`config.mk`:
```
export PLATFORM = sky130hd
export DESIGN_NAME = balsm_ldfmt
export DESIGN_NICKNAME = d
export VERILOG_FILES = /design/src/sv/balsm_pkg.sv /design/src/sv/balsm_ldfmt.sv
export SDC_FILE = /design/constraint.sdc
export NUM_CORES = 1
export LEC_CHECK = 0
export BUFFER_PORTS_ARGS = -buffer_cell sky130_fd_sc_hd__buf_2
export CAP_MARGIN = 0
export CORE_UTILIZATION = 47
export DETAILED_ROUTE_END_ITERATION = 6
export GPL_ROUTABILITY_DRIVEN = 0
export PLACE_DENSITY = 0.91
export SLEW_MARGIN = 0
export SYNTH_ARGS = -nofsm -noshare
export SYNTH_HDL_FRONTEND = slang
export SYNTH_SLANG_ARGS = --single-unit
export TNS_END_PERCENT = 1
```
`constraint.sdc`:
```
create_clock -name vclk -period 2.45
set_input_delay 0.3675 -clock vclk [all_inputs]
set_output_delay 0.3675 -clock vclk [all_outputs]
set_load 0.1 [all_outputs]
```
`src/sv/balsm_pkg.sv`:
```
// ----------------------------------------------------------------------------
// balsm_pkg
// shared types and constants of the byte addressed load/store memory unit
// ----------------------------------------------------------------------------
package balsm_pkg;

   localparam int DATA_W               = 32;
   localparam int BYTE_W               = 8;
   localparam int BYTE_LANES           = 4;
   localparam int LANE_SEL_W           = 2;
   localparam int OP_W                 = 3;
   localparam int STATUS_W             = 2;
   localparam int HALF_W               = 16;
   localparam int MEMORY_WORDS_DEFAULT = 4096;

   typedef enum logic [OP_W-1:0] {
      OP_LB  = 3'd0,
      OP_LBU = 3'd1,
      OP_LH  = 3'd2,
      OP_LW  = 3'd3,
      OP_SB  = 3'd4,
      OP_SW  = 3'd5
   } op_type;

   typedef enum logic [STATUS_W-1:0] {
      ST_OK    = 2'd0,
      ST_RANGE = 2'd1,
      ST_ALIGN = 2'd2
   } status_type;

   // what the load formatter needs to know about one access
   typedef struct packed {
      op_type                 op;
      logic [LANE_SEL_W-1:0]  lane;
      status_type             status;
   } access_type;

endpackage

```
`src/sv/balsm_ldfmt.sv`:
```
// ----------------------------------------------------------------------------
// balsm_ldfmt
// byte/halfword selection and extension of read data
// ----------------------------------------------------------------------------
module balsm_ldfmt (
   input  balsm_pkg::access_type        access,
   input  logic [balsm_pkg::DATA_W-1:0] word,
   output logic [balsm_pkg::DATA_W-1:0] load_data
);

   logic [balsm_pkg::BYTE_W-1:0] byte_sel;
   logic [balsm_pkg::HALF_W-1:0] half_sel;

   always_comb begin
      byte_sel = word[access.lane*balsm_pkg::BYTE_W +: balsm_pkg::BYTE_W];
      half_sel = access.lane[1] ? word[balsm_pkg::DATA_W-1:balsm_pkg::HALF_W]
                                : word[balsm_pkg::HALF_W-1:0];
      load_data = '0;
      if (access.status == balsm_pkg::ST_OK) begin
         unique case (access.op)
            balsm_pkg::OP_LB: load_data =
               {{(balsm_pkg::DATA_W-balsm_pkg::BYTE_W){byte_sel[balsm_pkg::BYTE_W-1]}}, byte_sel};
            balsm_pkg::OP_LBU: load_data =
               {{(balsm_pkg::DATA_W-balsm_pkg::BYTE_W){1'b0}}, byte_sel};
            balsm_pkg::OP_LH: load_data =
               {{(balsm_pkg::DATA_W-balsm_pkg::HALF_W){half_sel[balsm_pkg::HALF_W-1]}}, half_sel};
            balsm_pkg::OP_LW: load_data = word;
            default: load_data = '0;
         endcase
      end
   end

endmodule

```
==> flow_metrics.tcl <==
set metrics [dict create \
    seq_area_um2 0 \
    nNetsFinal 226 \
    min_period_over_period_pct 99.27 \
    met3_usage_pct 5.660 \
    met2_usage_pct 77.26 \
    antenna_found_initial 0 \
    die_h_um 47.48 \
    power.share.switching_pct 61.34 \
    syn_area_per_cell_um2 7.969 \
    p_sw_w 0.0001985 \
    hpwlAfterDp_um 3687 \
    ios 71 \
    seqPwrFrac_pct 0 \
    tightest_slew_ps 662.5 \
    vias_per_cell 6.458 \
    rsz0062_at_grt "no" \
    drv_cap 0 \
    drcViolationCount 0 \
    area_growth_pct 88.67 \
    slew_viol_final 0 \
    yosysSeqAreaShare_pct 0 \
    grt_max_degree 19 \
    seq_cells 0 \
    design.core.area_mm2 0.001962 \
    antenna_left 0 \
    cp-startpoint "access[5]" \
    required_ps 2080 \
    drt_iter0_drc 60 \
    endpoint "load_data[3]" \
    outcome "complete, no violations" \
    post-cts-setup-buffers 0 \
    tns_ps 0 \
    min_period_ps 2432 \
    min_path_type "in -> out" \
    synth_nets 161 \
    cts-resized-gates 1 \
    cellPowerDensity_mw_per_mm2 176.4 \
    start_util_pct 49.55 \
    syn-cell-area_um2 972.2 \
    critPathMaxFanout 8 \
    ys_types 25 \
    finalHoldViolations 0 \
    die-area_mm2 0.002254 \
    vias 1369 \
    diodes 0 \
    synth_top_area_share_pct 18.53 \
    setup_viol 0 \
    slew-limit-headroom_pct 55.75 \
    final_util_pct 93.49 \
    grt-ovfl-total 0 \
    ir_drop_mv 0.1385 \
    grt_busiest_layer "met2" \
    start_kind "input port" \
    multi_input_area_um2 912.1 \
    finalWirelength_um 4544 \
    synth.area.top_cells "mux2_2 19%, o31ai_2 13%, mux2_1 12%" \
    syn_inst 122 \
    grt_util_all_layers_pct 40.39 \
    clock_buffers 0 \
    crit_type "in -> out" \
    yosysWarningCount 0 \
    first_pass_iters 7 \
    grt_pass1_wl_um 6306 \
    fillers 63 \
    p_int_w 0.0001251 \
    met1_usage_pct 44.94 \
    end_kind "output port" \
    grt_pass1_vias 1277 \
    ctsHoldBuffers 0 \
    critPathArrivalTime_ps 2060 \
    clockPowerShare_pct 0 \
    yosys.area.top_type "mux2_2" \
    placementRows 16 \
    pwr-share-comb_pct 100.0 \
    drive_above_1_share_pct 61.62 \
    fmax_ghz 0.4112 \
    port_buffers 71 \
    p_leak_nw 0.7355 \
    wl_per_cell_um 21.43 \
    die_width_um 47.48 \
]
power by group through the flow:
stage | Sequential, W | Combinational (W) | Clock, W
6_report | 0 | 0.000324 | 0
5_1_grt | 0 | 0.000335 | 0
4_1_cts | 0 | 0.000317 | 0
3_5_place_dp | 0 | 0.000316 | 0
3_3_place_gp | 0 | 0.000294 | 0
2_1_floorplan | 0 | 0.000193 | 0
worst max-delay path: stages:
cell and delay [ps]:
buf_2 140, nor2b_1 530, nor2_1 290, a222oi_1 380, nor2_1 150, buf_12 190
cells by family (layout without fill, tap and decap cells):
kind of cell	after synthesis	after routing	share of synthesized area [%]
buffers and inverters	15	78	9.911
AO/OA/AOI/OAI	36	36	33.98
multiplexers	27	27	31.66
AND/OR/NAND/NOR	44	44	24.46
stage by stage:
stage	hold slack [ps]	instances	total power [W]	instance area (um^2)	worst slack, ps
4_1_cts	1239	212	0.0003171	1827	35.87
2_1_floorplan	1184	122	0.0001929	997.2	-497.6
3_5_place_dp	1236	212	0.0003160	1827	-113.8
6_report	1237	212	0.0003236	1834	17.82
3_3_place_gp	1220	212	0.0002945	1827	42.15
5_1_grt	1269	212	0.0003349	1834	23.13
how the worst min path moves through the flow:
stage	startpoint	endpoint	slack [ps]	cells after the start
floorplan	word[21]	load_data[21]	1180	2
global placement	word[19]	load_data[19]	1220	4
detailed placement	word[17]	load_data[17]	1240	4
CTS	word[19]	load_data[19]	1240	4
global route	word[19]	load_data[19]	1270	4
finish	word[17]	load_data[17]	1240	4
cell usage after synthesis:
library cell,n
nor4_4,1
buf_6,2
or2_1,1
o31ai_1,5
nand2_1,10
clkbuf_1,5
mux2_4,1
a222oi_1,7
or3_1,1
and2_0,1
o21ai_1,1
buf_2,4
nand2b_1,1
buf_1,2
a22oi_1,1
o21a_1,1
buf_12,1
mux2_1,10
mux2_2,16
nor2b_1,18
a21oi_1,10
buf_4,1
nor2_1,11
o31ai_2,10
a32oi_4,1
layer usage:
| metal | up-vias | share of wire, % |
|---|---|---|
| met5 | - | 0 |
| met4 | 0 | 3.2 |
| met3 | 18 | 7.5 |
| met2 | 96 | 55 |
| met1 | 665 | 35 |
| li1 | 590 | - |
cells in the final DEF (no fill, tap or decap), drive strengths merged:
cell type,netlist,routed
buf,10,78
mux2,27,27
nor2b,18,18
o31ai,15,15
nor2,11,11
nand2,10,10
a21oi,10,10
a222oi,7,7
or3,1,1
o21ai,1,1
nor4,1,1
a32oi,1,1
or2,1,1
nand2b,1,1
a22oi,1,1
and2,1,1
o21a,1,1
layout make-up:
type	instances	share of cell area [%]
Timing Repair Buffer	78	48.43
Multi-Input combinational cell	107	49.73
Tap cell	27	1.842
Power figures use the tool's default switching activity.
