--- src/sv/balsm_pkg.sv ---
// ----------------------------------------------------------------------------
// balsm_pkg
// shared types and constants of the byte addressed load/store memory unit
// ----------------------------------------------------------------------------
package balsm_pkg;

   localparam int DATA_W               = 32;
   localparam int BYTE_W               = 8;
   localparam int BYTE_LANES           = 4;
   localparam int LANE_SEL_W           = 2;
   localparam int OP_W                 = 3;
   localparam int STATUS_W             = 2;
   localparam int HALF_W               = 16;
   localparam int MEMORY_WORDS_DEFAULT = 4096;

   typedef enum logic [OP_W-1:0] {
      OP_LB  = 3'd0,
      OP_LBU = 3'd1,
      OP_LH  = 3'd2,
      OP_LW  = 3'd3,
      OP_SB  = 3'd4,
      OP_SW  = 3'd5
   } op_type;

   typedef enum logic [STATUS_W-1:0] {
      ST_OK    = 2'd0,
      ST_RANGE = 2'd1,
      ST_ALIGN = 2'd2
   } status_type;

   // what the load formatter needs to know about one access
   typedef struct packed {
      op_type                 op;
      logic [LANE_SEL_W-1:0]  lane;
      status_type             status;
   } access_type;

endpackage

--- src/sv/balsm_agen.sv ---
// ----------------------------------------------------------------------------
// balsm_agen
// effective address, range and alignment check, byte lane write control
// ----------------------------------------------------------------------------
module balsm_agen #(
   parameter int MEMORY_WORDS = balsm_pkg::MEMORY_WORDS_DEFAULT
) (
   input  logic [balsm_pkg::OP_W-1:0]       op_raw,
   input  logic [balsm_pkg::DATA_W-1:0]     base_address,
   input  logic [balsm_pkg::DATA_W-1:0]     offset,
   input  logic [balsm_pkg::DATA_W-1:0]     store_data,
   output balsm_pkg::access_type            access,
   output logic [$clog2(MEMORY_WORDS)-1:0]  word_addr,
   output logic [balsm_pkg::BYTE_LANES-1:0] lane_we,
   output logic [balsm_pkg::DATA_W-1:0]     lane_wdata
);

   localparam int AW    = $clog2(MEMORY_WORDS);
   localparam int IDX_W = balsm_pkg::DATA_W - balsm_pkg::LANE_SEL_W;

   logic [balsm_pkg::DATA_W-1:0]     ea;
   logic [IDX_W-1:0]                 idx;
   logic [balsm_pkg::LANE_SEL_W-1:0] lane;
   logic                             in_range;
   balsm_pkg::op_type                op;

   assign ea       = base_address + offset;
   assign idx      = ea[balsm_pkg::DATA_W-1:balsm_pkg::LANE_SEL_W];
   assign lane     = ea[balsm_pkg::LANE_SEL_W-1:0];
   assign in_range = {{balsm_pkg::LANE_SEL_W{1'b0}}, idx} < balsm_pkg::DATA_W'(MEMORY_WORDS);
   assign op       = balsm_pkg::op_type'(op_raw);

   assign word_addr = idx[AW-1:0];

   always_comb begin
      access.op     = op;
      access.lane   = lane;
      access.status = balsm_pkg::ST_OK;
      lane_we       = '0;
      for (int k = 0; k < balsm_pkg::BYTE_LANES; k++) begin
         lane_wdata[k*balsm_pkg::BYTE_W +: balsm_pkg::BYTE_W] =
            (op == balsm_pkg::OP_SB) ? store_data[balsm_pkg::BYTE_W-1:0]
                                     : store_data[k*balsm_pkg::BYTE_W +: balsm_pkg::BYTE_W];
      end
      unique case (op)
         balsm_pkg::OP_LB, balsm_pkg::OP_LBU, balsm_pkg::OP_LW: begin
            if (!in_range) access.status = balsm_pkg::ST_RANGE;
         end
         balsm_pkg::OP_LH: begin
            if (!in_range)   access.status = balsm_pkg::ST_RANGE;
            else if (ea[0])  access.status = balsm_pkg::ST_ALIGN;
         end
         balsm_pkg::OP_SB: begin
            if (!in_range) access.status = balsm_pkg::ST_RANGE;
            else           lane_we[lane] = 1'b1;
         end
         balsm_pkg::OP_SW: begin
            if (!in_range) access.status = balsm_pkg::ST_RANGE;
            else           lane_we = '1;
         end
         default: begin
            // unused codes: no access, no check
         end
      endcase
   end

endmodule

--- config.mk ---
export PLATFORM = sky130hd
export DESIGN_NAME = balsm_agen
export DESIGN_NICKNAME = d
export VERILOG_FILES = /design/src/sv/balsm_pkg.sv /design/src/sv/balsm_agen.sv
export SDC_FILE = /design/constraint.sdc
export NUM_CORES = 1
export LEC_CHECK = 0
export ABC_AREA = 1
export BUFFER_PORTS_ARGS = -buffer_cell sky130_fd_sc_hd__buf_2
export CAP_MARGIN = 20
export CORE_MARGIN = 5
export CORE_UTILIZATION = 35
export DETAILED_ROUTE_END_ITERATION = 16
export GPL_ROUTABILITY_DRIVEN = 0
export PLACE_DENSITY = 0.67
export SYNTH_ARGS = -nofsm -noshare
export SYNTH_HDL_FRONTEND = slang
export SYNTH_SLANG_ARGS = --single-unit
--- constraint.sdc ---
create_clock -name vclk -period 4.6
set_input_delay 0 -clock vclk [all_inputs]
set_output_delay 0 -clock vclk [all_outputs]
set_load 0.02 [all_outputs]
==> out/results.ini <==
[job]
drv_cap = 0

[global_routing]
grt_pass1_wl_mm = 15.9
grt.busiest_layer = met2
track_usage = 0.183
grt_overflow_total = 0
grt_pass1_vias = 3737
use_met1 = 0.216
use_met3 = 0.0137
grt_max_degree = 29
grtUsageMet2 = 0.357
antenna_found_initial = 0

[power]
pwr_density_cell_nw_per_um2 = 133
ir_drop_v = 0.0000565
total_power_uw = 500
p_leak_nw = 2.65

[floorplanning]
die_y_um = 102
die_w_um = 102
rows = 33
die-area_um2 = 10400
start_util = 0.360
io_pins = 154
coreArea_um2 = 8220

[status]
status = finished, final reports clean

[cts]
postCtsHoldBufs = 0
cts_resized = 0
cts_setup_buffers = 0

[timing]
fin_hold_ws_ns = 0.237
worst_slack_ns = 2.18
rsz0062_at_grt = false
worst_slew_pin_slew_ns = 0.634
finalSetupViolCount = 0
final-hold-violation-count = 0
fmax_mhz = 413
fin_setup_tns_ns = 0
slew_viol_final = 0
finalCritPeriodShare = 0.526
finalCriticalPeriod_ns = 2.42
relSlewSlack = 0.575

[cells_and_area]
final_common_cell = nand2_1
seq_area_um2 = 0
syn_to_final_growth_pct = 27.5
nFlopsAndLatches = 0
utilization = 0.459
clkbuf_count = 0
layout_common_cells = nand2_1 (298), buf_2 (154), inv_1 (117), nor2_1 (46), ha_1 (31)
fin_nets = 893
num_antenna_cells = 0
drive_gt1_frac = 0.242

[critical_path]
crit_buf_inv = 2
critPathLaunchType = input pin
critPathMaxFanout = 7
path_delay_family = simple AND/OR/NAND/NOR gates
crit_required_ns = 4.60
cp_data_arrival_time_ns = 2.42
path_cells = buf_2 > ha_1 > fa_1 > nand3_1 > nand3_1 > nand2_1 > nand2_1 > nand2_1 > nand3b_1 > nand2_1 > nand3_1 > nor2_2 > nand2_2 > nor2_4 > nand3_2 > nand2_1 > buf_2
slowest_stage = fa_1
timing_worst_setup_path_type = in2out
worst_path_largest_cell_delay_ns = 0.45
crit_top_cell = nand2_1
end_kind = primary output

[routing]
drt_iter0_drc = 179
wl_per_cell_um = 11.6
drc_errors = 0
wirelength_mm = 10.1
vias = 4008
ant_nets = 0
first_pass_iters = 5
via_per_inst = 4.63

[yosys]
avgSynthCellArea_um2 = 4.78
synth_nets = 750
syn_area_um2 = 2960
syn_inst = 619
synth_seq_area_share = 0
yosysUniqueCellTypes = 26
ys.warnings.count = 0

[placed_design]
dpl.hpwl_mm = 9.21
dp_slack_ns = 2.19
io_buffer_count = 154

[min_path]
hold_class = in2out

## stage by stage
| step | std cells | area (µm²) |
|---|---|---|
| floorplan | 619 | 2960 |
| finish | 865 | 3770 |
| CTS | 865 | 3770 |
| global route | 865 | 3770 |
| detailed placement | 865 | 3770 |
| global placement | 865 | 3770 |
## where the power goes
| group | switching [mW] | total, mW | internal (mW) |
|---|---|---|---|
| clock | 0 | 0 | 0 |
| combinational | 0.320 | 0.500 | 0.180 |
| sequential | 0 | 0 | 0 |
## cells in the mapped netlist
| cell | instances | area share |
|---|---|---|
| nand3b_1 | 6 | 0.015 |
| nor2_1 | 46 | 0.058 |
| nand3_2 | 5 | 0.017 |
| nor2_2 | 4 | 0.0085 |
| and2_2 | 1 | 0.0025 |
| o21bai_1 | 2 | 0.0051 |
| nand2_2 | 11 | 0.023 |
| nor3_2 | 2 | 0.0068 |
| o21ai_0 | 1 | 0.0017 |
| nor3_1 | 6 | 0.010 |
| a21oi_2 | 1 | 0.0030 |
| nand4_1 | 6 | 0.013 |
| a21oi_1 | 19 | 0.032 |
| a22oi_1 | 1 | 0.0025 |
| nand3_1 | 28 | 0.047 |
| and2_1 | 1 | 0.0021 |
| xor2_1 | 13 | 0.038 |
| clkbuf_1 | 2 | 0.0025 |
| nand3b_4 | 1 | 0.0068 |
| inv_1 | 117 | 0.15 |
| inv_2 | 3 | 0.0038 |
| nor2_4 | 2 | 0.0076 |
| fa_1 | 1 | 0.0068 |
| nand2_1 | 298 | 0.38 |
| ha_1 | 31 | 0.13 |
| buf_4 | 11 | 0.028 |
## final cells by class
| class | instances | area [µm²] |
|---|---|---|
| Fill cell | 923 | 4450 |
| Inverter | 120 | 450 |
| Multi-Input combinational cell | 486 | 2420 |
| Tap cell | 105 | 131 |
| Timing Repair Buffer | 154 | 771 |
## routing by layer
layer / vias up / wire [µm]
met5: - / 0
met4: 0 / 245
met3: 16 / 936
met2: 168 / 4760
met1: 1687 / 4130
li1: 2137 / -
## kinds of logic after synthesis
group	Yosys count	share of synthesized area
XOR/XNOR	13	0.0385
buffers and inverters	133	0.183
adder cells (fa/ha/maj)	32	0.138
AND/OR/NAND/NOR	417	0.596
AO/OA/AOI/OAI	24	0.0444
## path summary, 6_finish.rpt
path | startpoint | end | slack (ns) | cells past startpoint
setup / recovery | offset[0] | lane_we[3] | 2.18 | 17
hold / removal | store_data[0] | lane_wdata[0] | 0.24 | 2
No activity file was read; power rests on OpenSTA's default activity.
